<file path="src/srx_pkg.sv">
// ----------------------------------------------------------------------------
// srx_pkg
// shared types and codes of the serial frame receiver
// ----------------------------------------------------------------------------
`default_nettype none

package srx_pkg;

	// field widths of the channels
	localparam int OPCODE_W = 2;
	localparam int BYTE_W   = 8;
	localparam int STATUS_W = 2;
	localparam int INDEX_W  = 6;
	localparam int CFG_IDX_W  = 1;
	localparam int CFG_DATA_W = 16;
	localparam int TIMEOUT_W  = 16;

	// request opcodes
	localparam logic [OPCODE_W-1:0] OP_BYTE = 2'd0;
	localparam logic [OPCODE_W-1:0] OP_TICK = 2'd1;
	localparam logic [OPCODE_W-1:0] OP_READ = 2'd2;

	// result status codes
	localparam logic [STATUS_W-1:0] STATUS_NONE = 2'd0;
	localparam logic [STATUS_W-1:0] STATUS_OK   = 2'd1;
	localparam logic [STATUS_W-1:0] STATUS_BAD  = 2'd2;

	// configuration register indexes
	localparam logic [CFG_IDX_W-1:0] CFG_START_MARKER = 1'b0;
	localparam logic [CFG_IDX_W-1:0] CFG_TIMEOUT      = 1'b1;

	// configuration reset values
	localparam logic [BYTE_W-1:0]    START_MARKER_RST = 8'd170;
	localparam logic [TIMEOUT_W-1:0] TIMEOUT_RST      = 16'd100;

	typedef enum logic [1:0] {
		ST_IDLE,
		ST_FETCH,
		ST_LOAD,
		ST_NONE
	} srx_state_t;

	// controller to datapath
	typedef struct packed {
		logic take_byte;
		logic tick;
		logic idx_clr;
		logic idx_inc;
		logic rd_en;
		logic load_frame;
		logic load_none;
		logic frame_done;
	} srx_cmd_t;

	// datapath to controller
	typedef struct packed {
		logic frame_ready;
		logic is_last;
		logic slot_free;
	} srx_sts_t;

endpackage

`default_nettype wire

</file>
<file path="src/srx_req_if.sv">
// ----------------------------------------------------------------------------
// srx_req_if
// request channel: opcode and received byte
// ----------------------------------------------------------------------------
`default_nettype none

interface srx_req_if import srx_pkg::*; ();
	logic                valid;
	logic                ready;
	logic [OPCODE_W-1:0] opcode;
	logic [BYTE_W-1:0]   byte_value;

	modport source (output valid, output opcode, output byte_value, input ready);
	modport sink   (input valid, input opcode, input byte_value, output ready);
endinterface

`default_nettype wire

</file>
<file path="src/srx_rsp_if.sv">
// ----------------------------------------------------------------------------
// srx_rsp_if
// response channel: one stored frame byte with its status
// ----------------------------------------------------------------------------
`default_nettype none

interface srx_rsp_if import srx_pkg::*; ();
	logic                valid;
	logic                ready;
	logic [STATUS_W-1:0] status;
	logic [BYTE_W-1:0]   frame_byte;
	logic [INDEX_W-1:0]  byte_index;
	logic                last;

	modport source (output valid, output status, output frame_byte, output byte_index,
		output last, input ready);
	modport sink   (input valid, input status, input frame_byte, input byte_index,
		input last, output ready);
endinterface

`default_nettype wire

</file>
<file path="src/srx_cfg_if.sv">
// ----------------------------------------------------------------------------
// srx_cfg_if
// configuration write channel: register index and data
// ----------------------------------------------------------------------------
`default_nettype none

interface srx_cfg_if import srx_pkg::*; ();
	logic                  valid;
	logic                  ready;
	logic [CFG_IDX_W-1:0]  index;
	logic [CFG_DATA_W-1:0] data;

	modport source (output valid, output index, output data, input ready);
	modport sink   (input valid, input index, input data, output ready);
endinterface

`default_nettype wire

</file>
<file path="src/srx_ram.sv">
// ----------------------------------------------------------------------------
// srx_ram
// generic single write port, single read port ram with registered read
// ----------------------------------------------------------------------------
`default_nettype none

module srx_ram #(
	parameter int WIDTH = 8,
	parameter int DEPTH = 16
) (
	input  wire logic                     clk,
	input  wire logic                     we,
	input  wire logic [$clog2(DEPTH)-1:0] waddr,
	input  wire logic [WIDTH-1:0]         wdata,
	input  wire logic                     re,
	input  wire logic [$clog2(DEPTH)-1:0] raddr,
	output      logic [WIDTH-1:0]         rdata
);

	logic [WIDTH-1:0] mem_q [DEPTH];

	always_ff @(posedge clk) begin
		if (we) begin
			mem_q[waddr] <= wdata;
		end
		if (re) begin
			rdata <= mem_q[raddr];
		end
	end

endmodule

`default_nettype wire

</file>
<file path="src/srx_ctrl.sv">
// ----------------------------------------------------------------------------
// srx_ctrl
// controller: accepts requests and sequences the frame read walk
// ----------------------------------------------------------------------------
`default_nettype none

module srx_ctrl import srx_pkg::*; (
	input  wire logic                clk,
	input  wire logic                arst_n,
	input  wire logic                req_valid,
	input  wire logic [OPCODE_W-1:0] req_opcode,
	output      logic                req_ready,
	input  wire srx_sts_t            sts,
	output      srx_cmd_t            cmd
);

	srx_state_t state_q, state_d;
	logic       req_fire;

	assign req_fire = req_valid && req_ready;

	always_ff @(posedge clk or negedge arst_n) begin
		if (!arst_n) begin
			state_q <= ST_IDLE;
		end else begin
			state_q <= state_d;
		end
	end

	// next state
	always_comb begin
		state_d = state_q;
		case (state_q)
			ST_IDLE: begin
				if (req_fire && req_opcode == OP_READ) begin
					state_d = sts.frame_ready ? ST_FETCH : ST_NONE;
				end
			end
			ST_FETCH: begin
				state_d = ST_LOAD;
			end
			ST_LOAD: begin
				if (sts.slot_free) begin
					state_d = sts.is_last ? ST_IDLE : ST_FETCH;
				end
			end
			ST_NONE: begin
				if (sts.slot_free) begin
					state_d = ST_IDLE;
				end
			end
			default: begin
				state_d = ST_IDLE;
			end
		endcase
	end

	// outputs
	always_comb begin
		cmd       = '0;
		req_ready = 1'b0;
		case (state_q)
			ST_IDLE: begin
				req_ready     = 1'b1;
				cmd.take_byte = req_fire && req_opcode == OP_BYTE;
				cmd.tick      = req_fire && req_opcode == OP_TICK;
				cmd.idx_clr   = req_fire && req_opcode == OP_READ;
			end
			ST_FETCH: begin
				cmd.rd_en = 1'b1;
			end
			ST_LOAD: begin
				cmd.load_frame = sts.slot_free;
				cmd.idx_inc    = sts.slot_free && !sts.is_last;
				cmd.frame_done = sts.slot_free && sts.is_last;
			end
			ST_NONE: begin
				cmd.load_none = sts.slot_free;
			end
			default: begin
				cmd = '0;
			end
		endcase
	end

endmodule

`default_nettype wire

</file>
<file path="src/srx_dp.sv">
// ----------------------------------------------------------------------------
// srx_dp
// datapath: frame store, checksum, silence counter, config and output register
// ----------------------------------------------------------------------------
`default_nettype none

module srx_dp import srx_pkg::*; #(
	parameter int PAYLOAD_BYTES = 8
) (
	input  wire logic                  clk,
	input  wire logic                  arst_n,
	input  wire srx_cmd_t              cmd,
	output      srx_sts_t              sts,
	input  wire logic [BYTE_W-1:0]     byte_value,
	input  wire logic                  cfg_we,
	input  wire logic [CFG_IDX_W-1:0]  cfg_index,
	input  wire logic [CFG_DATA_W-1:0] cfg_data,
	output      logic                  out_valid,
	input  wire logic                  out_ready,
	output      logic [STATUS_W-1:0]   out_status,
	output      logic [BYTE_W-1:0]     out_byte,
	output      logic [INDEX_W-1:0]    out_index,
	output      logic                  out_last
);

	localparam int FRAME_BYTES = PAYLOAD_BYTES + 4;
	// stored bytes: everything but the checksum
	localparam int STORE_DEPTH = FRAME_BYTES - 1;
	localparam int ADDR_W      = $clog2(STORE_DEPTH);
	localparam int FILL_W      = $clog2(FRAME_BYTES);

	logic [BYTE_W-1:0]    start_marker_q;
	logic [TIMEOUT_W-1:0] timeout_q;
	logic [TIMEOUT_W-1:0] silence_q;
	logic [FILL_W-1:0]    fill_q;
	logic [BYTE_W-1:0]    sum_q;
	logic                 in_frame_q;
	logic                 frame_ready_q;
	logic                 match_q;
	logic [ADDR_W-1:0]    rd_idx_q;
	logic                 out_valid_q;
	logic [STATUS_W-1:0]  out_status_q;
	logic [BYTE_W-1:0]    out_byte_q;
	logic [INDEX_W-1:0]   out_index_q;
	logic                 out_last_q;

	logic                 byte_live;
	logic                 byte_is_sum;
	logic                 byte_opens;
	logic                 store_we;
	logic [BYTE_W-1:0]    rd_data;

	assign byte_live   = cmd.take_byte && !frame_ready_q;
	assign byte_is_sum = in_frame_q && fill_q == FILL_W'(STORE_DEPTH);
	assign byte_opens  = !in_frame_q && byte_value == start_marker_q;
	assign store_we    = byte_live && ((in_frame_q && !byte_is_sum) || byte_opens);

	// fill count is zero outside a frame, so it also addresses the start byte
	srx_ram #(
		.WIDTH (BYTE_W),
		.DEPTH (STORE_DEPTH)
	) u_store (
		.clk   (clk),
		.we    (store_we),
		.waddr (fill_q[ADDR_W-1:0]),
		.wdata (byte_value),
		.re    (cmd.rd_en),
		.raddr (rd_idx_q),
		.rdata (rd_data)
	);

	// configuration registers
	always_ff @(posedge clk or negedge arst_n) begin
		if (!arst_n) begin
			start_marker_q <= START_MARKER_RST;
			timeout_q      <= TIMEOUT_RST;
		end else if (cfg_we) begin
			case (cfg_index)
				CFG_START_MARKER: start_marker_q <= cfg_data[BYTE_W-1:0];
				CFG_TIMEOUT:      timeout_q      <= cfg_data[TIMEOUT_W-1:0];
				default:          start_marker_q <= start_marker_q;
			endcase
		end
	end

	// frame gathering and silence timeout
	always_ff @(posedge clk or negedge arst_n) begin
		if (!arst_n) begin
			silence_q     <= '0;
			fill_q        <= '0;
			sum_q         <= '0;
			in_frame_q    <= 1'b0;
			frame_ready_q <= 1'b0;
			match_q       <= 1'b0;
		end else begin
			if (cmd.take_byte) begin
				silence_q <= timeout_q;
			end
			if (byte_live) begin
				if (byte_is_sum) begin
					match_q       <= sum_q == byte_value;
					frame_ready_q <= 1'b1;
					in_frame_q    <= 1'b0;
					fill_q        <= '0;
				end else if (in_frame_q) begin
					sum_q  <= sum_q + byte_value;
					fill_q <= fill_q + 1'b1;
				end else if (byte_opens) begin
					sum_q      <= byte_value;
					fill_q     <= FILL_W'(1);
					in_frame_q <= 1'b1;
				end
			end
			if (cmd.tick) begin
				if (silence_q != '0) begin
					silence_q <= silence_q - 1'b1;
				end
				// counter at zero after this tick drops a partial frame
				if (silence_q <= TIMEOUT_W'(1) && in_frame_q) begin
					in_frame_q <= 1'b0;
					fill_q     <= '0;
					sum_q      <= '0;
				end
			end
			if (cmd.frame_done) begin
				frame_ready_q <= 1'b0;
				sum_q         <= '0;
			end
		end
	end

	// read walk index
	always_ff @(posedge clk or negedge arst_n) begin
		if (!arst_n) begin
			rd_idx_q <= '0;
		end else if (cmd.idx_clr) begin
			rd_idx_q <= '0;
		end else if (cmd.idx_inc) begin
			rd_idx_q <= rd_idx_q + 1'b1;
		end
	end

	// output register
	always_ff @(posedge clk or negedge arst_n) begin
		if (!arst_n) begin
			out_valid_q <= 1'b0;
		end else if (cmd.load_frame || cmd.load_none) begin
			out_valid_q <= 1'b1;
		end else if (out_ready) begin
			out_valid_q <= 1'b0;
		end
	end

	always_ff @(posedge clk) begin
		if (cmd.load_frame) begin
			out_status_q <= match_q ? STATUS_OK : STATUS_BAD;
			out_byte_q   <= rd_data;
			out_index_q  <= INDEX_W'(rd_idx_q);
			out_last_q   <= sts.is_last;
		end else if (cmd.load_none) begin
			out_status_q <= STATUS_NONE;
			out_byte_q   <= '0;
			out_index_q  <= '0;
			out_last_q   <= 1'b1;
		end
	end

	assign sts.frame_ready = frame_ready_q;
	assign sts.is_last     = rd_idx_q == ADDR_W'(STORE_DEPTH - 1);
	assign sts.slot_free   = !out_valid_q || out_ready;

	assign out_valid  = out_valid_q;
	assign out_status = out_status_q;
	assign out_byte   = out_byte_q;
	assign out_index  = out_index_q;
	assign out_last   = out_last_q;

endmodule

`default_nettype wire

</file>
<file path="src/serial_frame_receiver.sv">
// ----------------------------------------------------------------------------
// serial_frame_receiver
// gathers serial bytes into a fixed-length frame with additive checksum and
// plays the stored frame back on request
// ----------------------------------------------------------------------------
//
//  channel  dir  transaction carries
//  -------  ---  ------------------------------------------------------
//  req      in   opcode (byte, tick, read), byte_value
//  rsp      out  status, frame_byte, byte_index, last
//  cfg      in   index (0 start_marker, 1 timeout_reload), data
//
//  byte and tick requests leave the controller idle, so req stays ready
//  a read walks PAYLOAD_BYTES+3 results, each a store read (fetch) then an
//  output load; the registered store read, fetched and loaded one result at
//  a time, sets the pace of the walk
//  a read with no frame ready gives one result, status none, once rsp is free
//  rsp stalls hold the walk in place; the last result sits in the output
//  register while req already takes new transactions
//  arst_n clears control state and config to defaults; no clearing pass
//
`default_nettype none

module serial_frame_receiver import srx_pkg::*; #(
	parameter int PAYLOAD_BYTES = 8
) (
	input wire logic clk,
	input wire logic arst_n,
	srx_req_if.sink   req,
	srx_rsp_if.source rsp,
	srx_cfg_if.sink   cfg
);

	srx_cmd_t cmd;
	srx_sts_t sts;

	// config writes are always taken
	assign cfg.ready = 1'b1;

	// controller: request decode and read walk sequencing
	srx_ctrl u_ctrl (
		.clk        (clk),
		.arst_n     (arst_n),
		.req_valid  (req.valid),
		.req_opcode (req.opcode),
		.req_ready  (req.ready),
		.sts        (sts),
		.cmd        (cmd)
	);

	// datapath: store, checksum, silence counter and output register
	srx_dp #(
		.PAYLOAD_BYTES (PAYLOAD_BYTES)
	) u_dp (
		.clk        (clk),
		.arst_n     (arst_n),
		.cmd        (cmd),
		.sts        (sts),
		.byte_value (req.byte_value),
		.cfg_we     (cfg.valid && cfg.ready),
		.cfg_index  (cfg.index),
		.cfg_data   (cfg.data),
		.out_valid  (rsp.valid),
		.out_ready  (rsp.ready),
		.out_status (rsp.status),
		.out_byte   (rsp.frame_byte),
		.out_index  (rsp.byte_index),
		.out_last   (rsp.last)
	);

	// the output register is never overwritten while its result still waits
	a_no_overwrite: assert property (@(posedge clk) disable iff (!arst_n)
		(rsp.valid && !rsp.ready) |-> !(cmd.load_frame || cmd.load_none))
		else $error("output register loaded while a result is stalled");

	// no request is taken while the store is being walked
	a_no_req_in_walk: assert property (@(posedge clk) disable iff (!arst_n)
		(cmd.rd_en || cmd.load_frame) |-> !req.ready)
		else $error("request accepted during frame read");

	// loading the final frame byte shows last on the next cycle
	a_last_marked: assert property (@(posedge clk) disable iff (!arst_n)
		(cmd.load_frame && sts.is_last) |=> (rsp.valid && rsp.last))
		else $error("final frame result not marked last");

	// finishing a read releases the held frame
	a_frame_released: assert property (@(posedge clk) disable iff (!arst_n)
		cmd.frame_done |=> !sts.frame_ready)
		else $error("frame still held after read");

endmodule

`default_nettype wire

</file>
<file path="src/flat_wrapper.sv">
// flat-port wrapper written by rule: the top's interface ports become plain ports
module serial_frame_receiver_flat import srx_pkg::*;
#(
	parameter int PAYLOAD_BYTES = 8
)
  (clk, arst_n, req_valid, req_opcode, req_byte_value, req_ready, rsp_valid, rsp_status, rsp_frame_byte, rsp_byte_index, rsp_last, rsp_ready, cfg_valid, cfg_index, cfg_data, cfg_ready);
  srx_req_if req_i ();
  srx_rsp_if rsp_i ();
  srx_cfg_if cfg_i ();
  input wire logic clk;
  input wire logic arst_n;
  input wire logic [$bits(req_i.valid)-1:0] req_valid;
  input wire logic [$bits(req_i.opcode)-1:0] req_opcode;
  input wire logic [$bits(req_i.byte_value)-1:0] req_byte_value;
  output wire logic [$bits(req_i.ready)-1:0] req_ready;
  output wire logic [$bits(rsp_i.valid)-1:0] rsp_valid;
  output wire logic [$bits(rsp_i.status)-1:0] rsp_status;
  output wire logic [$bits(rsp_i.frame_byte)-1:0] rsp_frame_byte;
  output wire logic [$bits(rsp_i.byte_index)-1:0] rsp_byte_index;
  output wire logic [$bits(rsp_i.last)-1:0] rsp_last;
  input wire logic [$bits(rsp_i.ready)-1:0] rsp_ready;
  input wire logic [$bits(cfg_i.valid)-1:0] cfg_valid;
  input wire logic [$bits(cfg_i.index)-1:0] cfg_index;
  input wire logic [$bits(cfg_i.data)-1:0] cfg_data;
  output wire logic [$bits(cfg_i.ready)-1:0] cfg_ready;
  assign req_i.valid = req_valid;
  assign req_i.opcode = req_opcode;
  assign req_i.byte_value = req_byte_value;
  assign req_ready = req_i.ready;
  assign rsp_valid = rsp_i.valid;
  assign rsp_status = rsp_i.status;
  assign rsp_frame_byte = rsp_i.frame_byte;
  assign rsp_byte_index = rsp_i.byte_index;
  assign rsp_last = rsp_i.last;
  assign rsp_i.ready = rsp_ready;
  assign cfg_i.valid = cfg_valid;
  assign cfg_i.index = cfg_index;
  assign cfg_i.data = cfg_data;
  assign cfg_ready = cfg_i.ready;
  serial_frame_receiver #(.PAYLOAD_BYTES(PAYLOAD_BYTES)) u_core (.clk(clk), .arst_n(arst_n), .req(req_i), .rsp(rsp_i), .cfg(cfg_i));
endmodule
</file>
<file path="config.mk">
export PLATFORM = sky130hd
export DESIGN_NAME = serial_frame_receiver_flat
export DESIGN_NICKNAME = d
export VERILOG_FILES = /design/src/srx_pkg.sv /design/src/srx_req_if.sv /design/src/srx_rsp_if.sv /design/src/srx_cfg_if.sv /design/src/srx_ram.sv /design/src/srx_ctrl.sv /design/src/srx_dp.sv /design/src/serial_frame_receiver.sv /design/src/flat_wrapper.sv
export SDC_FILE = /design/constraint.sdc
export NUM_CORES = 1
export LEC_CHECK = 0
export ABC_CLOCK_PERIOD_IN_PS = 4300
export BUFFER_PORTS_ARGS = -buffer_cell sky130_fd_sc_hd__buf_2
export CAP_MARGIN = 10
export CELL_PAD_IN_SITES_DETAIL_PLACEMENT = 2
export CELL_PAD_IN_SITES_GLOBAL_PLACEMENT = 2
export CORE_UTILIZATION = 42
export DETAILED_ROUTE_END_ITERATION = 12
export PLACE_DENSITY = 0.74
export SLEW_MARGIN = 20
export SYNTH_ARGS = -nofsm -noshare
export SYNTH_HDL_FRONTEND = slang
export SYNTH_SLANG_ARGS = --single-unit
</file>
<file path="constraint.sdc">
create_clock -name clk -period 4.3 [get_ports clk]
set_clock_uncertainty 0.15 [all_clocks]
set_input_delay 0.215 -clock clk [delete_from_list [all_inputs] [get_ports clk]]
set_output_delay 0.215 -clock clk [all_outputs]
set_load 0.01 [all_outputs]
</file>
Word-level counts from Yosys, hierarchy flattened --
Memories as Yosys holds them, arrays and structs flattened. A register that Yosys moved wholly into a read port is not among the register bits. Index checks and enable logic that the tools add are counted.
Word-level totals: bits in registers 77, input bits 32, memories 1, RAM bits 88, word-level logic and storage cells 120, output and inout bits 20
Cells by class: order comparisons 1, bitwise gates (word level) 1, reduce and logical (&&, ||, !) cells 33, equal/unequal tests 12, $add $sub $neg 4, muxes and demuxes 53
Memory list:
- u_core.u_dp.u_store.mem_q | words 11, width 8, read ports 1, clocked after Yosys merged registers in 1, wr ports 1, line srx_ram.sv:20 | logic [WIDTH-1:0] mem_q [DEPTH];
Operators with widths (count):
- 8-bit two-way mux | 9
- 16-bit two-way mux | 3
- 4-bit two-way mux | 10
- 1-bit two-way mux | 22
- 8-bit equality test | 2
- 16-bit by 1-bit <= comparator with 1-bit output (second input constant) | 1
- 16-bit nonzero test | 1
- 16-bit by 1-bit subtractor with 16-bit output (second input constant) | 1
- 2-bit two-way mux | 7
- 1-bit logical AND | 12
- 2-bit nonzero test | 5
- 4-bit by 1-bit adder with 4-bit output (second input constant) | 2
- 8-bit adder | 1
- 4-bit equality test (second input constant) | 2
- 2-bit case mux with 4 select lines | 1
- 2-bit AND reduction | 4
- 2-bit equality test (second input constant) | 3
- 2-bit != test (second input constant) | 3
- 1-bit logical NOT | 5
- 2-bit by 1-bit equality test with 1-bit output (second input constant) | 2
- 2-bit logical NOT | 2
- 1-bit logical OR | 3
- 3-bit two-way mux | 1
- 3-bit AND reduction | 1
- 1-bit inverter | 1

Longest topological paths before layout --
Gate-level depths: netlist of run 1.
depth in word-level cells 10, gate-level depth with buffers 9, mapped depth without buffers 7

Cells and area by module --
A second synthesis of run 1 with hierarchy kept.
Unflattened totals: cells, all modules 592, area total of the unflattened synthesis 7880.1 um2
Modules (own cells, without submodules):
- srx_dp | area each 3880.0 um2, instances 1, cells an instance 363
- srx_ram | area each 3807.4 um2, instances 1, cells an instance 208
- srx_ctrl | area each 181.4 um2, instances 1, cells an instance 19
- serial_frame_receiver | area each 11.3 um2, instances 1, cells an instance 2

Least setup slack after synthesis of run 1 --
No wires, ideal clock.
kind register to register, start register u_core.u_ctrl.state_q[0], end memory u_core.u_dp.u_store.mem_q[4][0], enable pin, data arrival time 1.833 ns, cell stages (with the launch flop) 8, library setup time 0.332 ns, path buffers 3, period minus slack after synthesis 2.315 ns, required time 3.818 ns, setup slack 1.985 ns, cells stage by stage dfrtp_1 > buf_2 > nor4b_4 > nand3_1 > buf_2 > nor2_2 > clkbuf_1 > and3_1
Between the ends: word-level cells in the longest chain between the ends 9
RTL lines:
- start, declared | line srx_ctrl.sv:17 | srx_state_t state_q, state_d;
- start signal, assigned | line srx_ctrl.sv:26 | state_q <= state_d;
- 2-bit logical NOT * | line srx_ctrl.sv:62 | case (state_q)
- 1-bit two-way mux | line srx_ctrl.sv:62
- 1-bit logical AND | line srx_ctrl.sv:20 | assign req_fire = req_valid && req_ready;
- 1-bit logical AND | line srx_ctrl.sv:65 | cmd.take_byte = req_fire && req_opcode == OP_BYTE;
- 3-bit two-way mux * | line srx_ctrl.sv:62
- 1-bit logical AND * | line srx_dp.sv:53 | assign byte_live = cmd.take_byte && !frame_ready_q;
- 1-bit logical AND * | line srx_dp.sv:56 | assign store_we = byte_live && ((in_frame_q && !byte_is_sum) || byte_opens);
- 1-bit two-way mux * | line srx_ram.sv:23 | if (we) begin
- 1-bit two-way mux (not written as such) * | line srx_ram.sv:24 | mem_q[waddr] <= wdata;
- end, declared | line srx_ram.sv:20
Mark *: on every way between the ends. The rest lies on a longest branch, timed or not.

Worst setup path in the final report of run 1 --
start register u_core.u_dp.fill_q[0], end memory u_core.u_dp.u_store.mem_q[7][0], enable pin
Between the ends: word-level cells in the longest chain between the ends 8
RTL lines:
- start, declared | line srx_dp.sv:35 | logic [FILL_W-1:0] fill_q;
- start signal, assigned | line srx_dp.sv:107 | fill_q <= fill_q + 1'b1;
- 4-bit equality test | line srx_dp.sv:54 | assign byte_is_sum = in_frame_q && fill_q == FILL_W'(STORE_DEPTH);
- 1-bit logical AND | line srx_dp.sv:54
- 1-bit logical NOT | line srx_dp.sv:56
- 1-bit logical AND | line srx_dp.sv:56
- 1-bit logical OR | line srx_dp.sv:56
- 1-bit logical AND | line srx_dp.sv:56
- 1-bit two-way mux | line srx_ram.sv:23
- 1-bit two-way mux (not written as such) | line srx_ram.sv:24
Parallel ways exist; a longest one is shown, timed or not.

==> results of run 1 <==
==> power groups by stage <==
stage	clock (mW)	combinational [mW]	sequential [mW]
detailed placement	0	1.42	2.44
CTS	1.51	1.44	2.41
global placement	0	1.34	2.41
global route	1.57	1.59	2.46
floorplan	0	1.03	2.31
finish	1.50	1.44	2.42
==> final timing paths <==
path                                                 startpoint                                   endpoint  slack [ns]  cells after the start
min in group asynchronous                                arst_n       u_core.u_dp.timeout_q[7]$_DFFE_PN0P_        0.23                      2
min reg2reg                u_core.u_dp.timeout_q[3]$_DFFE_PN0P_       u_core.u_dp.timeout_q[3]$_DFFE_PN0P_        0.37                      1
min                                           req_byte_value[5]  u_core.u_dp.u_store.mem_q[0][5]$_DFFE_PP_        0.07                      1
max in group asynchronous                                arst_n       u_core.u_ctrl.state_q[0]$_DFFE_PN0P_        2.80                      3
max reg2reg                     u_core.u_dp.fill_q[0]$_DFF_PN0_  u_core.u_dp.u_store.mem_q[7][0]$_DFFE_PP_        1.25                      5
max                             u_core.u_dp.fill_q[0]$_DFF_PN0_  u_core.u_dp.u_store.mem_q[7][0]$_DFFE_PP_        1.25                      5
==> synth_stat cells, types with 9 or more instances <==
library cell,count
sky130_fd_sc_hd__nor2_1,29
sky130_fd_sc_hd__and3_1,12
sky130_fd_sc_hd__dfrtp_1,55
sky130_fd_sc_hd__nor3_1,20
sky130_fd_sc_hd__a21oi_1,19
sky130_fd_sc_hd__clkbuf_1,14
sky130_fd_sc_hd__nand3_1,13
sky130_fd_sc_hd__inv_1,14
sky130_fd_sc_hd__and2_1,14
sky130_fd_sc_hd__mux2_2,24
sky130_fd_sc_hd__nand2_1,36
sky130_fd_sc_hd__mux2i_1,20
sky130_fd_sc_hd__ha_1,16
sky130_fd_sc_hd__mux4_2,16
sky130_fd_sc_hd__buf_2,9
sky130_fd_sc_hd__o21ai_0,25
sky130_fd_sc_hd__xnor2_1,12
sky130_fd_sc_hd__edfxtp_1,111
==> area by class of cell <==
class	count	area [sq um]	share of cell area [%]
flip-flops and latches	173	4890	53.7
multi-input cells	364	2850	31.3
repair buffers	72	465	5.11
clock buffers	20	437	4.79
well taps	229	287	3.15
clock inverters	12	123	1.35
inverters	14	52.6	0.577
==> flip-flops by register name, summed over array words and instances (netlist names) <==
register	flops
u_core.u_dp.sum_q	8
u_core.u_dp.silence_q	16
u_core.u_dp.out_last	1
u_core.u_dp.out_status	2
u_core.u_dp.fill_q	4
u_core.u_dp.u_store.rdata	8
u_core.u_ctrl.state_q	2
u_core.u_dp.frame_ready_q	1
u_core.u_dp.timeout_q	16
u_core.u_dp.out_index	4
u_core.u_dp.rd_idx_q	4
u_core.u_dp.u_store.mem_q	88
u_core.u_dp.out_byte	8
u_core.u_dp.start_marker_q	8
u_core.u_dp.in_frame_q	1
u_core.u_dp.out_valid	1
u_core.u_dp.match_q	1
==> worst reg2reg max path: cells and delay by family (launching register included) <==
family                   cells  cell delay (ns)
adder cells (fa/ha/maj)      1             0.30
AND/OR/NAND/NOR              4             1.81
flip-flops                   1             0.44
==> per-stage QoR <==
stage          cells  cell area [sq um]  hold WS, ns  worst slack (ns)  total power [mW]
2_1_floorplan    579               7930       -0.231              1.98              3.34
3_3_place_gp     834               8360        0.158              1.48              3.75
3_5_place_dp     834               8360        0.168              1.29              3.85
4_1_cts          884               9100       0.0652              1.24              5.37
5_1_grt          884               9110       0.0758              1.09              5.62
6_report         884               9110       0.0681              1.25              5.36
==> layer usage <==
layer | share of wire (%) | vias to the layer above | wire length (um) | GRT usage (%)
met4 | 2.6 | 0 | 614 | 10.2
met3 | 3.4 | 43 | 799 | 3.99
met2 | 50 | 133 | 11800 | 43.9
met5 | 0 | - | 0 | 0
li1 | - | 2330 | - | -
met1 | 43 | 2751 | 10100 | 32.5
==> timing repair <==
| action | CTS | global route |
|---|---|---|
| gates resized for setup | 0 | 0 |
| setup endpoints to repair | 0 | 0 |
| hold endpoints to repair | 48 | 0 |
| hold buffers | 18 | 0 |
==> kinds of logic (layout without fill, tap and decap cells) <==
group | Yosys count | after routing
flip-flops | 173 | 173
buffers and inverters | 42 | 118
XOR/XNOR | 16 | 16
AO/OA/AOI/OAI | 90 | 90
adder cells (fa/ha/maj) | 17 | 17
multiplexers | 65 | 65
other | 2 | 3
AND/OR/NAND/NOR | 173 | 173
==> impl_summary.log, run 1 <==
[metrics] multiplexer fraction of the synthesized cell area: between 10% and 20%
[metrics] # nets final: just under 700
[metrics] Post-synth EDFFs: around 110
[metrics] count of state elements after synthesis: around 170
[metrics] Filler Cells Inserted: approximately 1800
[metrics] transition at the pin with the smallest max-transition slack: between 1 and 1.5 ns
[metrics] critical path's top delay family: simple AND/OR/NAND/NOR gates
[metrics] count of maximum capacitance violations: 0
[metrics] count of standard-cell rows: 49
[metrics] initial core utilization: a little over two fifths
[metrics] Syn Inst Count: a little under 600
[metrics] portion of total power attributed to sequential cells: 45.2%
[metrics] Antenna diodes: 0
[metrics] TritonRoute pass-1 iters: 5
[metrics] Final ANT Viol Nets: 0
[metrics] adder-cell share of the synthesized area: around 2.8%
[metrics] kind of path behind the tightest hold check: primary input to flip-flop
[metrics] crit path max-delay cell type: sky130_fd_sc_hd__nor2_2
[metrics] dominant combinational cell family by area after synthesis: simple AND/OR/NAND/NOR gates
[metrics] Boundary Pins: 52
[metrics] root cell of the clock tree: sky130_fd_sc_hd__clkbuf_16
[metrics] Setup Crit Path Kind: flip-flop to flip-flop
[metrics] top cells by area in the synthesized netlist: sky130_fd_sc_hd__edfxtp_1 42%, sky130_fd_sc_hd__dfrtp_1 17%, sky130_fd_sc_hd__mux4_2 4.5%
[metrics] data arrival time at the worst-slack endpoint: 2.98 ns
[metrics] critical path capture point type: flip-flop
[metrics] count of endpoints failing setup in the final report: 0
[metrics] commonest non-fill, non-tap cell in the layout: sky130_fd_sc_hd__edfxtp_1
[metrics] fraction of final layout cells sized beyond drive strength 1: between 20% and 30%
[metrics] die outline area: roughly 19000 sq um
[metrics] number of design rule violations left after detail routing: 0
[metrics] Logic pwr share: 26.9%
[metrics] area grow syn2layout: 15.0%
[metrics] Critical Path Start Type: flip-flop
[metrics] share of the synthesized netlist area taken by xor and xnor gates: between 1.5 and 2%
[metrics] largest fanout on the critical path: 15
[metrics] total power density per cell area: roughly 600 nW/um^2
[metrics] Max rail drop VDD: 0.315 mV
[metrics] result of the run: finished clean
[metrics] dpl hpwl: ~16 mm
[metrics] maximum number of pins on one net before global-route repair: 37
[metrics] commonest non-fill, non-tap cells in the layout: 111 x sky130_fd_sc_hd__edfxtp_1, 55 x sky130_fd_sc_hd__dfrtp_1, 48 x sky130_fd_sc_hd__buf_2
[metrics] number of library cell types mapped by synthesis: 65
[metrics] global route overflow: 0
[metrics] longest individual stage delay on the worst path: around 0.63 ns
[metrics] global-route wire length before repair: between 30 and 40 mm
[metrics] Mean Syn Cell Area: ~14 sq um
[metrics] YS warnings: 0
[metrics] clock slew at the register clock pins of the worst setup and hold paths: about 0.070 ns
[metrics] CP required: between 4 and 5 ns
[metrics] clock network fraction of design power: ~28%
[metrics] prevailing post-synth register cell: sky130_fd_sc_hd__edfxtp_1
[metrics] routed wire length: roughly 23 mm
[metrics] Buf+Inv Stages, Crit Path: 0
[metrics] Post-synth ARST share: between 30% and 40%
[metrics] clock latency of the later-clocked register in the worst-skew pair: around 0.43 ns
[metrics] clock tree from TritonCTS: built
[metrics] initial antenna violation count: 0
[metrics] final core occ: between 50% and 60%
[metrics] post-synthesis share of cell area spent on and, or, nand and nor gates: 11.9%
[metrics] maximum clock rate: 328 MHz
[metrics] Die H: 139 um
[metrics] setup repair after global routing missed its margin: no
[metrics] via/cell ratio: 5.95
[metrics] share of Yosys cell area claimed by the top area cell type: about 42%
[metrics] crit-path cells: ha_1, nand4b_1, nand3_1, nor2_2, and4b_1
[metrics] wire length per cell: about 26 um
[metrics] Setup TNS Final: 0 ns
[metrics] fin crit share: a little over 70%
[metrics] number of hold violations in the final report: 0
[metrics] Overall Global Routing Usage: 25.6%
[metrics] compound-gate portion of the synthesized area: 8.09%
[metrics] cell type with the largest total area after synthesis: sky130_fd_sc_hd__edfxtp_1
[metrics] maximum root-to-sink buffer count: 2
[metrics] switching part of the total: between 30% and 40%
[metrics] post-synth design cell area: 7920 sq um
[metrics] clock sink count: between 150 and 200
[metrics] worst max-slew margin expressed relative to the limit: between 30% and 40%
[metrics] sequential fraction of the synthesis area: 61.8%
[metrics] total setup buffers inserted after CTS: 0
[metrics] total CTS buffers: 17
[metrics] total internal power: 3.58 mW
[metrics] leakage power summed over all cells: around 3.3 nW
[metrics] gp weighted congestion: slightly below 0.9
[metrics] DR iter-0 viols: 255
[metrics] number of max-slew violations in the final report: 0
[metrics] number of global-route vias before repair: a little under 6000
[metrics] CTS H-Tree Depth: 4
[metrics] DIE WIDTH: 139 um
[metrics] via count: approximately 5300
[metrics] count of buffers from port buffering: between 40 and 50
[metrics] net switching power of the design: ~1.8 mW
[metrics] Core Box Area: 18200 sq um
[metrics] final critical path time including I/O delays and setup: 3.05 ns
Power figures use the tool's default switching activity.
==> run 2: changes to the inputs <==
- ABC_CLOCK_PERIOD_IN_PS: 4300 -> 2800
- CORE_UTILIZATION: 42 -> 39
- PLACE_DENSITY: 0.74 -> 0.72
- clock period: 4.3 -> 2.8 ns (I/O delays scaled with it)
==> run 2 against run 1 <==
Combinational power increased by 62%. Cell count grew 5.8%. Non-clock buffer count increased by 15. Power rose by 54%. Sequential power rose by 50%. Die area rose by 7.6%.
==> impl_summary.log, run 2 (synthesis results as in run 1) <==
[metrics] largest fanout on the critical path: 17 (+2)
[metrics] kind of path behind the tightest hold check: primary input to flip-flop
[metrics] dpl hpwl: 15.9 mm (+0.80%)
[metrics] # nets final: 706 (+2.2%)
[metrics] maximum root-to-sink buffer count: 2 (unchanged)
[metrics] number of hold violations in the final report: 0 (unchanged)
[metrics] Die H: 145 um (+3.7%)
[metrics] amount of wire on met2 after detailed routing: 11.3 mm (-4.4%)
[metrics] clock slew at the register clock pins of the worst setup and hold paths: 0.07 ns (about the same)
[metrics] overall power consumption: 8.26 mW (+54%)
[metrics] total CTS buffers: 17 (unchanged)
[metrics] Final ANT Viol Nets: 0 (unchanged)
[metrics] Core Box Area: 19700 sq um (+7.9%)
[metrics] initial antenna violation count: 0 (unchanged)
[metrics] area grow syn2layout: 17.3%
[metrics] count of endpoints failing setup in the final report: 0 (unchanged)
[metrics] clock sink count: 173 (unchanged)
[metrics] count of standard-cell rows: 51 (+4.1%)
[metrics] maximum number of pins on one net before global-route repair: 37 (unchanged)
[metrics] root cell of the clock tree: sky130_fd_sc_hd__clkbuf_16
[metrics] global route overflow: 0 (unchanged)
[metrics] Critical Path Start Type: flip-flop
[metrics] Max rail drop VDD: 0.383 mV (+22%)
[metrics] result of the run: finished clean
[metrics] registers with the highest flip-flop counts: u_core.u_dp.u_store.mem_q (88), u_core.u_dp.silence_q (16), u_core.u_dp.timeout_q (16)
[metrics] final non-filler cell area: 9290 sq um (+2.0%)
[metrics] final critical path time including I/O delays and setup: 2.62 ns (-0.434 ns)
[metrics] Setup TNS Final: 0 ns (unchanged)
[metrics] CP required: 2.97 ns (-1.26 ns)
[metrics] wire length per cell: 23.8 um (-10%)
[metrics] gp weighted congestion: 0.803 (-7.1%)
[metrics] max layer used: met4
[metrics] dpl cell area: 8500 sq um (+1.7%)
[metrics] global-route wire length before repair: 34.6 mm (-4.2%)
[metrics] DR iter-0 viols: 309 (+21%)
[metrics] hold_ws: 0.0533 ns (-0.0148 ns)
[metrics] clock tree from TritonCTS: built
[metrics] setup repair after global routing missed its margin: no
[metrics] fraction of final layout cells sized beyond drive strength 1: 24.8% (+2.9 points)
[metrics] maximum clock rate: 382 MHz (+17%)
[metrics] routed wire length: 22.2 mm (-4.8%)
[metrics] commonest non-fill, non-tap cell in the layout: sky130_fd_sc_hd__edfxtp_1
[metrics] commonest non-fill, non-tap cells in the layout: 111 x sky130_fd_sc_hd__edfxtp_1, 55 x sky130_fd_sc_hd__dfrtp_1, 48 x sky130_fd_sc_hd__buf_2
[metrics] transition at the pin with the smallest max-transition slack: 0.830 ns (-0.184 ns)
[metrics] data arrival time at the worst-slack endpoint: 2.78 ns (-0.20 ns)
[metrics] met3 WL: 618 um (-23%)
[metrics] clock latency of the later-clocked register in the worst-skew pair: 0.43 ns (about the same)
[metrics] count of maximum capacitance violations: 0 (unchanged)
[metrics] via count: 5238 (-0.36%)
[metrics] via/cell ratio: 5.60 (-5.8%)
[metrics] total power density per cell area: 890 nW/um^2 (+51%)
[metrics] number of max-slew violations in the final report: 0 (unchanged)
[metrics] TritonRoute pass-1 iters: 6 (+1)
[metrics] CTS H-Tree Depth: 4 (unchanged)
[metrics] Overall Global Routing Usage: 23.2% (-2.4 points)
[metrics] number of design rule violations left after detail routing: 0 (unchanged)
[metrics] critical path capture point type: flip-flop
[metrics] Antenna diodes: 0 (unchanged)
[metrics] Setup Crit Path Kind: flip-flop to flip-flop
[metrics] worst max-slew margin expressed relative to the limit: 44.6% (+13 points)
[metrics] met1 layer wirelength in the final routing: 9.93 mm (-2.0%)
[metrics] register containing the most flip-flops in the final layout: u_core.u_dp.u_store.mem_q
[metrics] count of buffers from port buffering: 48 (unchanged)
[metrics] Boundary Pins: 52 (unchanged)
[metrics] initial core utilization: 40.3% (-3.2 points)
[metrics] max FFs per register: 88 (unchanged)
[metrics] total setup buffers inserted after CTS: 0 (unchanged)
[metrics] leakage power summed over all cells: 3.42 nW (+2.5%)
[metrics] fin crit share: 93.5% (+23 points)
[metrics] DIE WIDTH: 145 um (+3.7%)
[metrics] number of global-route vias before repair: 5737 (-3.0%)
[metrics] die outline area: 20900 sq um (+7.6%)
==> run 2: changes by cell type in the layout (fill, tap and decap cells not counted), moves of 3 or more <==
cell	previous run	this run
sky130_fd_sc_hd__buf_4	6	19
sky130_fd_sc_hd__inv_6	0	7
sky130_fd_sc_hd__and3_1	12	8
sky130_fd_sc_hd__and3_2	1	5
sky130_fd_sc_hd__clkbuf_1	3	0
==> run 2: report_power, final <==
part | switching (mW) | internal (mW) | total (mW)
clock | 1.12 | 1.18 | 2.30
sequential | 0.414 | 3.22 | 3.63
combinational | 1.34 | 0.990 | 2.33
==> run 2: worst paths after layout <==
kind / start / to / slack [ns] / depth (start not counted)
setup / recovery: u_core.u_ctrl.state_q[0]$_DFFE_PN0P_ / u_core.u_dp.silence_q[10]$_DFF_PN0_ / 0.18 / 5
hold / removal: req_byte_value[3] / u_core.u_dp.u_store.mem_q[1][3]$_DFFE_PP_ / 0.05 / 2
setup reg to reg: u_core.u_ctrl.state_q[0]$_DFFE_PN0P_ / u_core.u_dp.silence_q[10]$_DFF_PN0_ / 0.18 / 5
hold reg to reg: u_core.u_dp.timeout_q[0]$_DFFE_PN0P_ / u_core.u_dp.timeout_q[0]$_DFFE_PN0P_ / 0.37 / 1
max in group asynchronous: arst_n / u_core.u_dp.start_marker_q[5]$_DFFE_PN1P_ / 1.49 / 3
min in group asynchronous: arst_n / u_core.u_dp.sum_q[1]$_DFF_PN0_ / 0.16 / 2
==> run 2: routing by layer <==
metal	vias to the layer above	GRT usage (%)
li1	2365	-
met3	24	3.74
met1	2747	29.6
met4	0	7.31
met2	102	40.1
met5	-	0
==> run 2: layout make-up <==
class                           count  area, sq um
Fill cell                        1947        10400
Sequential cell                   173         4890
Clock inverter                     15          149
Tap cell                          265          332
Inverter                           14         52.6
Multi-Input combinational cell    364         2860
Timing Repair Buffer               87          583
Clock buffer                       17          425
==> run 2: what timing repair did <==
item | CTS | global route
endpoints found under the setup margin | 0 | 80
hold buffers | 20 | 0
hold endpoints to repair | 62 | 0
resized for setup | 0 | 6
==> run 2: stage by stage <==
| stage | setup slack, ns | util (%) | cells |
|---|---|---|---|
| floorplan | 0.485 | - | 579 |
| global placement | 0.335 | 43.3 | 883 |
| detailed placement | 0.114 | 43.3 | 883 |
| CTS | 0.0522 | 47.2 | 935 |
| global route | 0.0400 | 47.3 | 935 |
| finish | 0.183 | 47.3 | 935 |
==> run 2: worst max-delay path, stage by stage (launching register included) <==
cell and delay [ns]:
sky130_fd_sc_hd__dfrtp_1 0.49, sky130_fd_sc_hd__nor4b_4 0.48, sky130_fd_sc_hd__nand2_2 0.21, sky130_fd_sc_hd__a31oi_4 0.54
sky130_fd_sc_hd__mux2_1 0.39, sky130_fd_sc_hd__o221a_1 0.22
==> run 3: changes to the inputs <==
- CELL_PAD_IN_SITES_DETAIL_PLACEMENT: 2 -> not set
- CELL_PAD_IN_SITES_GLOBAL_PLACEMENT: 2 -> not set
- CORE_UTILIZATION: 39 -> 42
- PLACE_DENSITY: 0.72 -> 0.57
==> run 3 against run 2 <==
Global-route usage is 4.0 points lower. Die area fell by 7.0%. Sequential cell count did not move. Combinational power fell by 3%. Clock-buffer cell count stayed put. Design area is 0.13% higher. Utilization grew 3.8 points. Clock power rose by 8%. Cell count down 3.9%. Maximum frequency increased by 3.8%. Critical endpoint is now u_core.u_dp.silence_q[14]$_DFF_PN0_.
==> impl_summary.log, run 3 (synthesis results as in run 1) <==
[metrics] setup repair after global routing missed its margin: no
[metrics] Setup TNS Final: 0 ns (unchanged)
[metrics] switching part of the total: 31.6% (-3.1 points)
[metrics] commonest non-fill, non-tap cell in the layout: sky130_fd_sc_hd__edfxtp_1
[metrics] overall power consumption: 8.30 mW (+0.42%)
[metrics] clock latency of the later-clocked register in the worst-skew pair: 0.43 ns (about the same)
[metrics] maximum clock rate: 396 MHz (+3.8%)
[metrics] leakage power summed over all cells: 3.44 nW (+0.71%)
[metrics] # nets final: 706 (unchanged)
[metrics] global-route wire length before repair: 28.0 mm (-19%)
[metrics] cts repair resizes: 0 (unchanged)
[metrics] register containing the most flip-flops in the final layout: u_core.u_dp.u_store.mem_q
[metrics] transition at the pin with the smallest max-transition slack: 0.828 ns (-0.00263 ns)
[metrics] clock network fraction of design power: 29.9% (+2.0 points)
[metrics] crit-path cells: nor4b_4, nand2_2, a31oi_4, buf_4, mux2i_1, o221a_1
[metrics] initial antenna violation count: 0 (unchanged)
[metrics] count of maximum capacitance violations: 0 (unchanged)
[metrics] Final ANT Viol Nets: 0 (unchanged)
[metrics] TritonRoute pass-1 iters: 5 (-1)
[metrics] total CTS buffers: 17 (unchanged)
[metrics] CP required: 3.01 ns (+0.04 ns)
[metrics] critical path capture point type: flip-flop
[metrics] max FFs per register: 88 (unchanged)
[metrics] wire length per cell: 19.1 um (-19%)
[metrics] clock tree from TritonCTS: built
[metrics] largest fanout on the critical path: 21 (+4)
[metrics] fin crit share: 90.1% (-3.4 points)
[metrics] result of the run: finished clean
[metrics] global route overflow: 0 (unchanged)
[metrics] via count: 5039 (-3.8%)
[metrics] maximum number of pins on one net before global-route repair: 63 (+70%)
[metrics] number of global-route vias before repair: 5101 (-11%)
[metrics] net switching power of the design: 2.62 mW (-8.6%)
[metrics] area grow syn2layout: 17.4%
[metrics] kind of path behind the tightest hold check: primary input to flip-flop
[metrics] data arrival time at the worst-slack endpoint: 2.74 ns (-0.04 ns)
[metrics] CTS H-Tree Depth: 4 (unchanged)
[metrics] Critical Path Start Type: flip-flop
[metrics] initial core utilization: 43.5% (+3.2 points)
[metrics] maximum root-to-sink buffer count: 2 (unchanged)
[metrics] total internal power: 5.68 mW (+5.3%)
[metrics] root cell of the clock tree: sky130_fd_sc_hd__clkbuf_16
[metrics] DIE WIDTH: 139 um (-3.6%)
[metrics] Die H: 139 um (-3.6%)
[metrics] routed wire length: 17.2 mm (-23%)
[metrics] Overall Global Routing Usage: 19.1% (-4.0 points)
[metrics] portion of total power attributed to sequential cells: 42.9% (-1.1 points)
[metrics] Boundary Pins: 52 (unchanged)
[metrics] die outline area: 19400 sq um (-7.0%)
[metrics] fraction of final layout cells sized beyond drive strength 1: 23.7% (-1.0 points)
[metrics] clock sink count: 173 (unchanged)
[metrics] commonest non-fill, non-tap cells in the layout: 111 x sky130_fd_sc_hd__edfxtp_1, 55 x sky130_fd_sc_hd__dfrtp_1, 48 x sky130_fd_sc_hd__buf_2
[metrics] dpl hpwl: 11.8 mm (-26%)
[metrics] count of standard-cell rows: 49 (-3.9%)
[metrics] number of design rule violations left after detail routing: 0 (unchanged)
[metrics] count of endpoints failing setup in the final report: 0 (unchanged)
[metrics] DR iter-0 viols: 433 (+40%)
[metrics] total power density per cell area: 892 nW/um^2 (+0.29%)
[metrics] via/cell ratio: 5.61 (about the same)
[metrics] count of buffers from port buffering: 48 (unchanged)
[metrics] worst max-slew margin expressed relative to the limit: 44.8% (+0.18 points)
[metrics] gp weighted congestion: 0.864 (+7.6%)
[metrics] Logic pwr share: 27.2% (-1.0 points)
[metrics] longest individual stage delay on the worst path: 0.57 ns (+0.03 ns)
[metrics] final critical path time including I/O delays and setup: 2.52 ns (-0.0950 ns)
[metrics] number of max-slew violations in the final report: 0 (unchanged)
[metrics] crit path max-delay cell type: sky130_fd_sc_hd__a31oi_4
[metrics] Core Box Area: 18200 sq um (-7.4%)
[metrics] Antenna diodes: 0 (unchanged)
[metrics] clock slew at the register clock pins of the worst setup and hold paths: 0.07 ns (about the same)
[metrics] number of hold violations in the final report: 0 (unchanged)
[metrics] Setup Crit Path Kind: flip-flop to flip-flop
[metrics] Max rail drop VDD: 0.449 mV (+17%)
[metrics] registers with the highest flip-flop counts: u_core.u_dp.u_store.mem_q (88), u_core.u_dp.silence_q (16), u_core.u_dp.timeout_q (16)
-- run 3: cell count changes in the layout (fill, tap and decap cells not counted), moves of 3 or more --
cell,before,now
sky130_fd_sc_hd__and3_2,5,1
sky130_fd_sc_hd__inv_6,7,3
sky130_fd_sc_hd__buf_4,19,16
sky130_fd_sc_hd__and3_1,8,12
sky130_fd_sc_hd__bufinv_16,0,3
-- run 3: path summary, 6_finish.rpt --
path | slack (ns) | depth (start not counted) | from | endpoint
min | 0.07 | 2 | req_byte_value[5] | u_core.u_dp.u_store.mem_q[8][5]$_DFFE_PP_
max in group asynchronous | 1.68 | 3 | arst_n | u_core.u_dp.fill_q[2]$_DFF_PN0_
min in group asynchronous | 0.28 | 3 | arst_n | u_core.u_dp.timeout_q[8]$_DFFE_PN0P_
max | 0.28 | 6 | u_core.u_ctrl.state_q[1]$_DFFE_PN0P_ | u_core.u_dp.silence_q[14]$_DFF_PN0_
max reg2reg | 0.28 | 6 | u_core.u_ctrl.state_q[1]$_DFFE_PN0P_ | u_core.u_dp.silence_q[14]$_DFF_PN0_
min reg2reg | 0.36 | 1 | u_core.u_dp.timeout_q[9]$_DFFE_PN0P_ | u_core.u_dp.timeout_q[9]$_DFFE_PN0P_
-- run 3: cell type report --
cell class	count	area (sq um)
Inverter	14	52.6
Sequential cell	173	4890
Timing Repair Buffer	87	601
Clock buffer	17	425
Fill cell	1525	8910
Tap cell	229	287
Multi-Input combinational cell	364	2840
Clock inverter	15	200
-- run 3: power groups by stage --
stage          sequential, mW  combinational, mW  clock (mW)
2_1_floorplan            3.55               1.58           0
3_3_place_gp             3.58               2.22           0
3_5_place_dp             3.60               2.26           0
4_1_cts                  3.55               2.28        2.54
5_1_grt                  3.61               2.51        2.63
6_report                 3.56               2.26        2.48
-- run 3: stage by stage --
stage | instance area [sq um] | hold slack [ns] | worst slack [ns] | std cells | utilization [%]
after floorplan | 7930 | -0.306 | 0.485 | 579 | -
after global placement | 8460 | 0.213 | 0.370 | 845 | 46.4
after detailed placement | 8460 | 0.219 | 0.285 | 845 | 46.4
after CTS | 9300 | 0.0663 | 0.256 | 899 | 51.1
after global routing | 9300 | 0.0831 | 0.0664 | 899 | 51.1
final | 9300 | 0.0743 | 0.278 | 899 | 51.1
-- run 3: worst max-delay path: cells and delay by family (launching register included) --
family / cells / cell delay [ns]
flip-flops: 1 / 0.41
multiplexers: 1 / 0.20
AND/OR/NAND/NOR: 2 / 0.63
buffers and inverters: 1 / 0.27
AO/OA/AOI/OAI: 2 / 0.79
-- run 3: metal layers --
| metal | wire, um | GRT usage [%] | vias to the layer above |
|---|---|---|---|
| li1 | - | - | 2361 |
| met1 | 7960 | 25.6 | 2559 |
| met2 | 8480 | 31.4 | 103 |
| met3 | 548 | 3.79 | 16 |
| met4 | 218 | 6.02 | 0 |
| met5 | 0 | 0 | - |
-- run 3: what timing repair did --
action                                 CTS  global route
endpoints found under the hold margin  125             0
hold buffers                            22             0
buffers inserted                         0             0
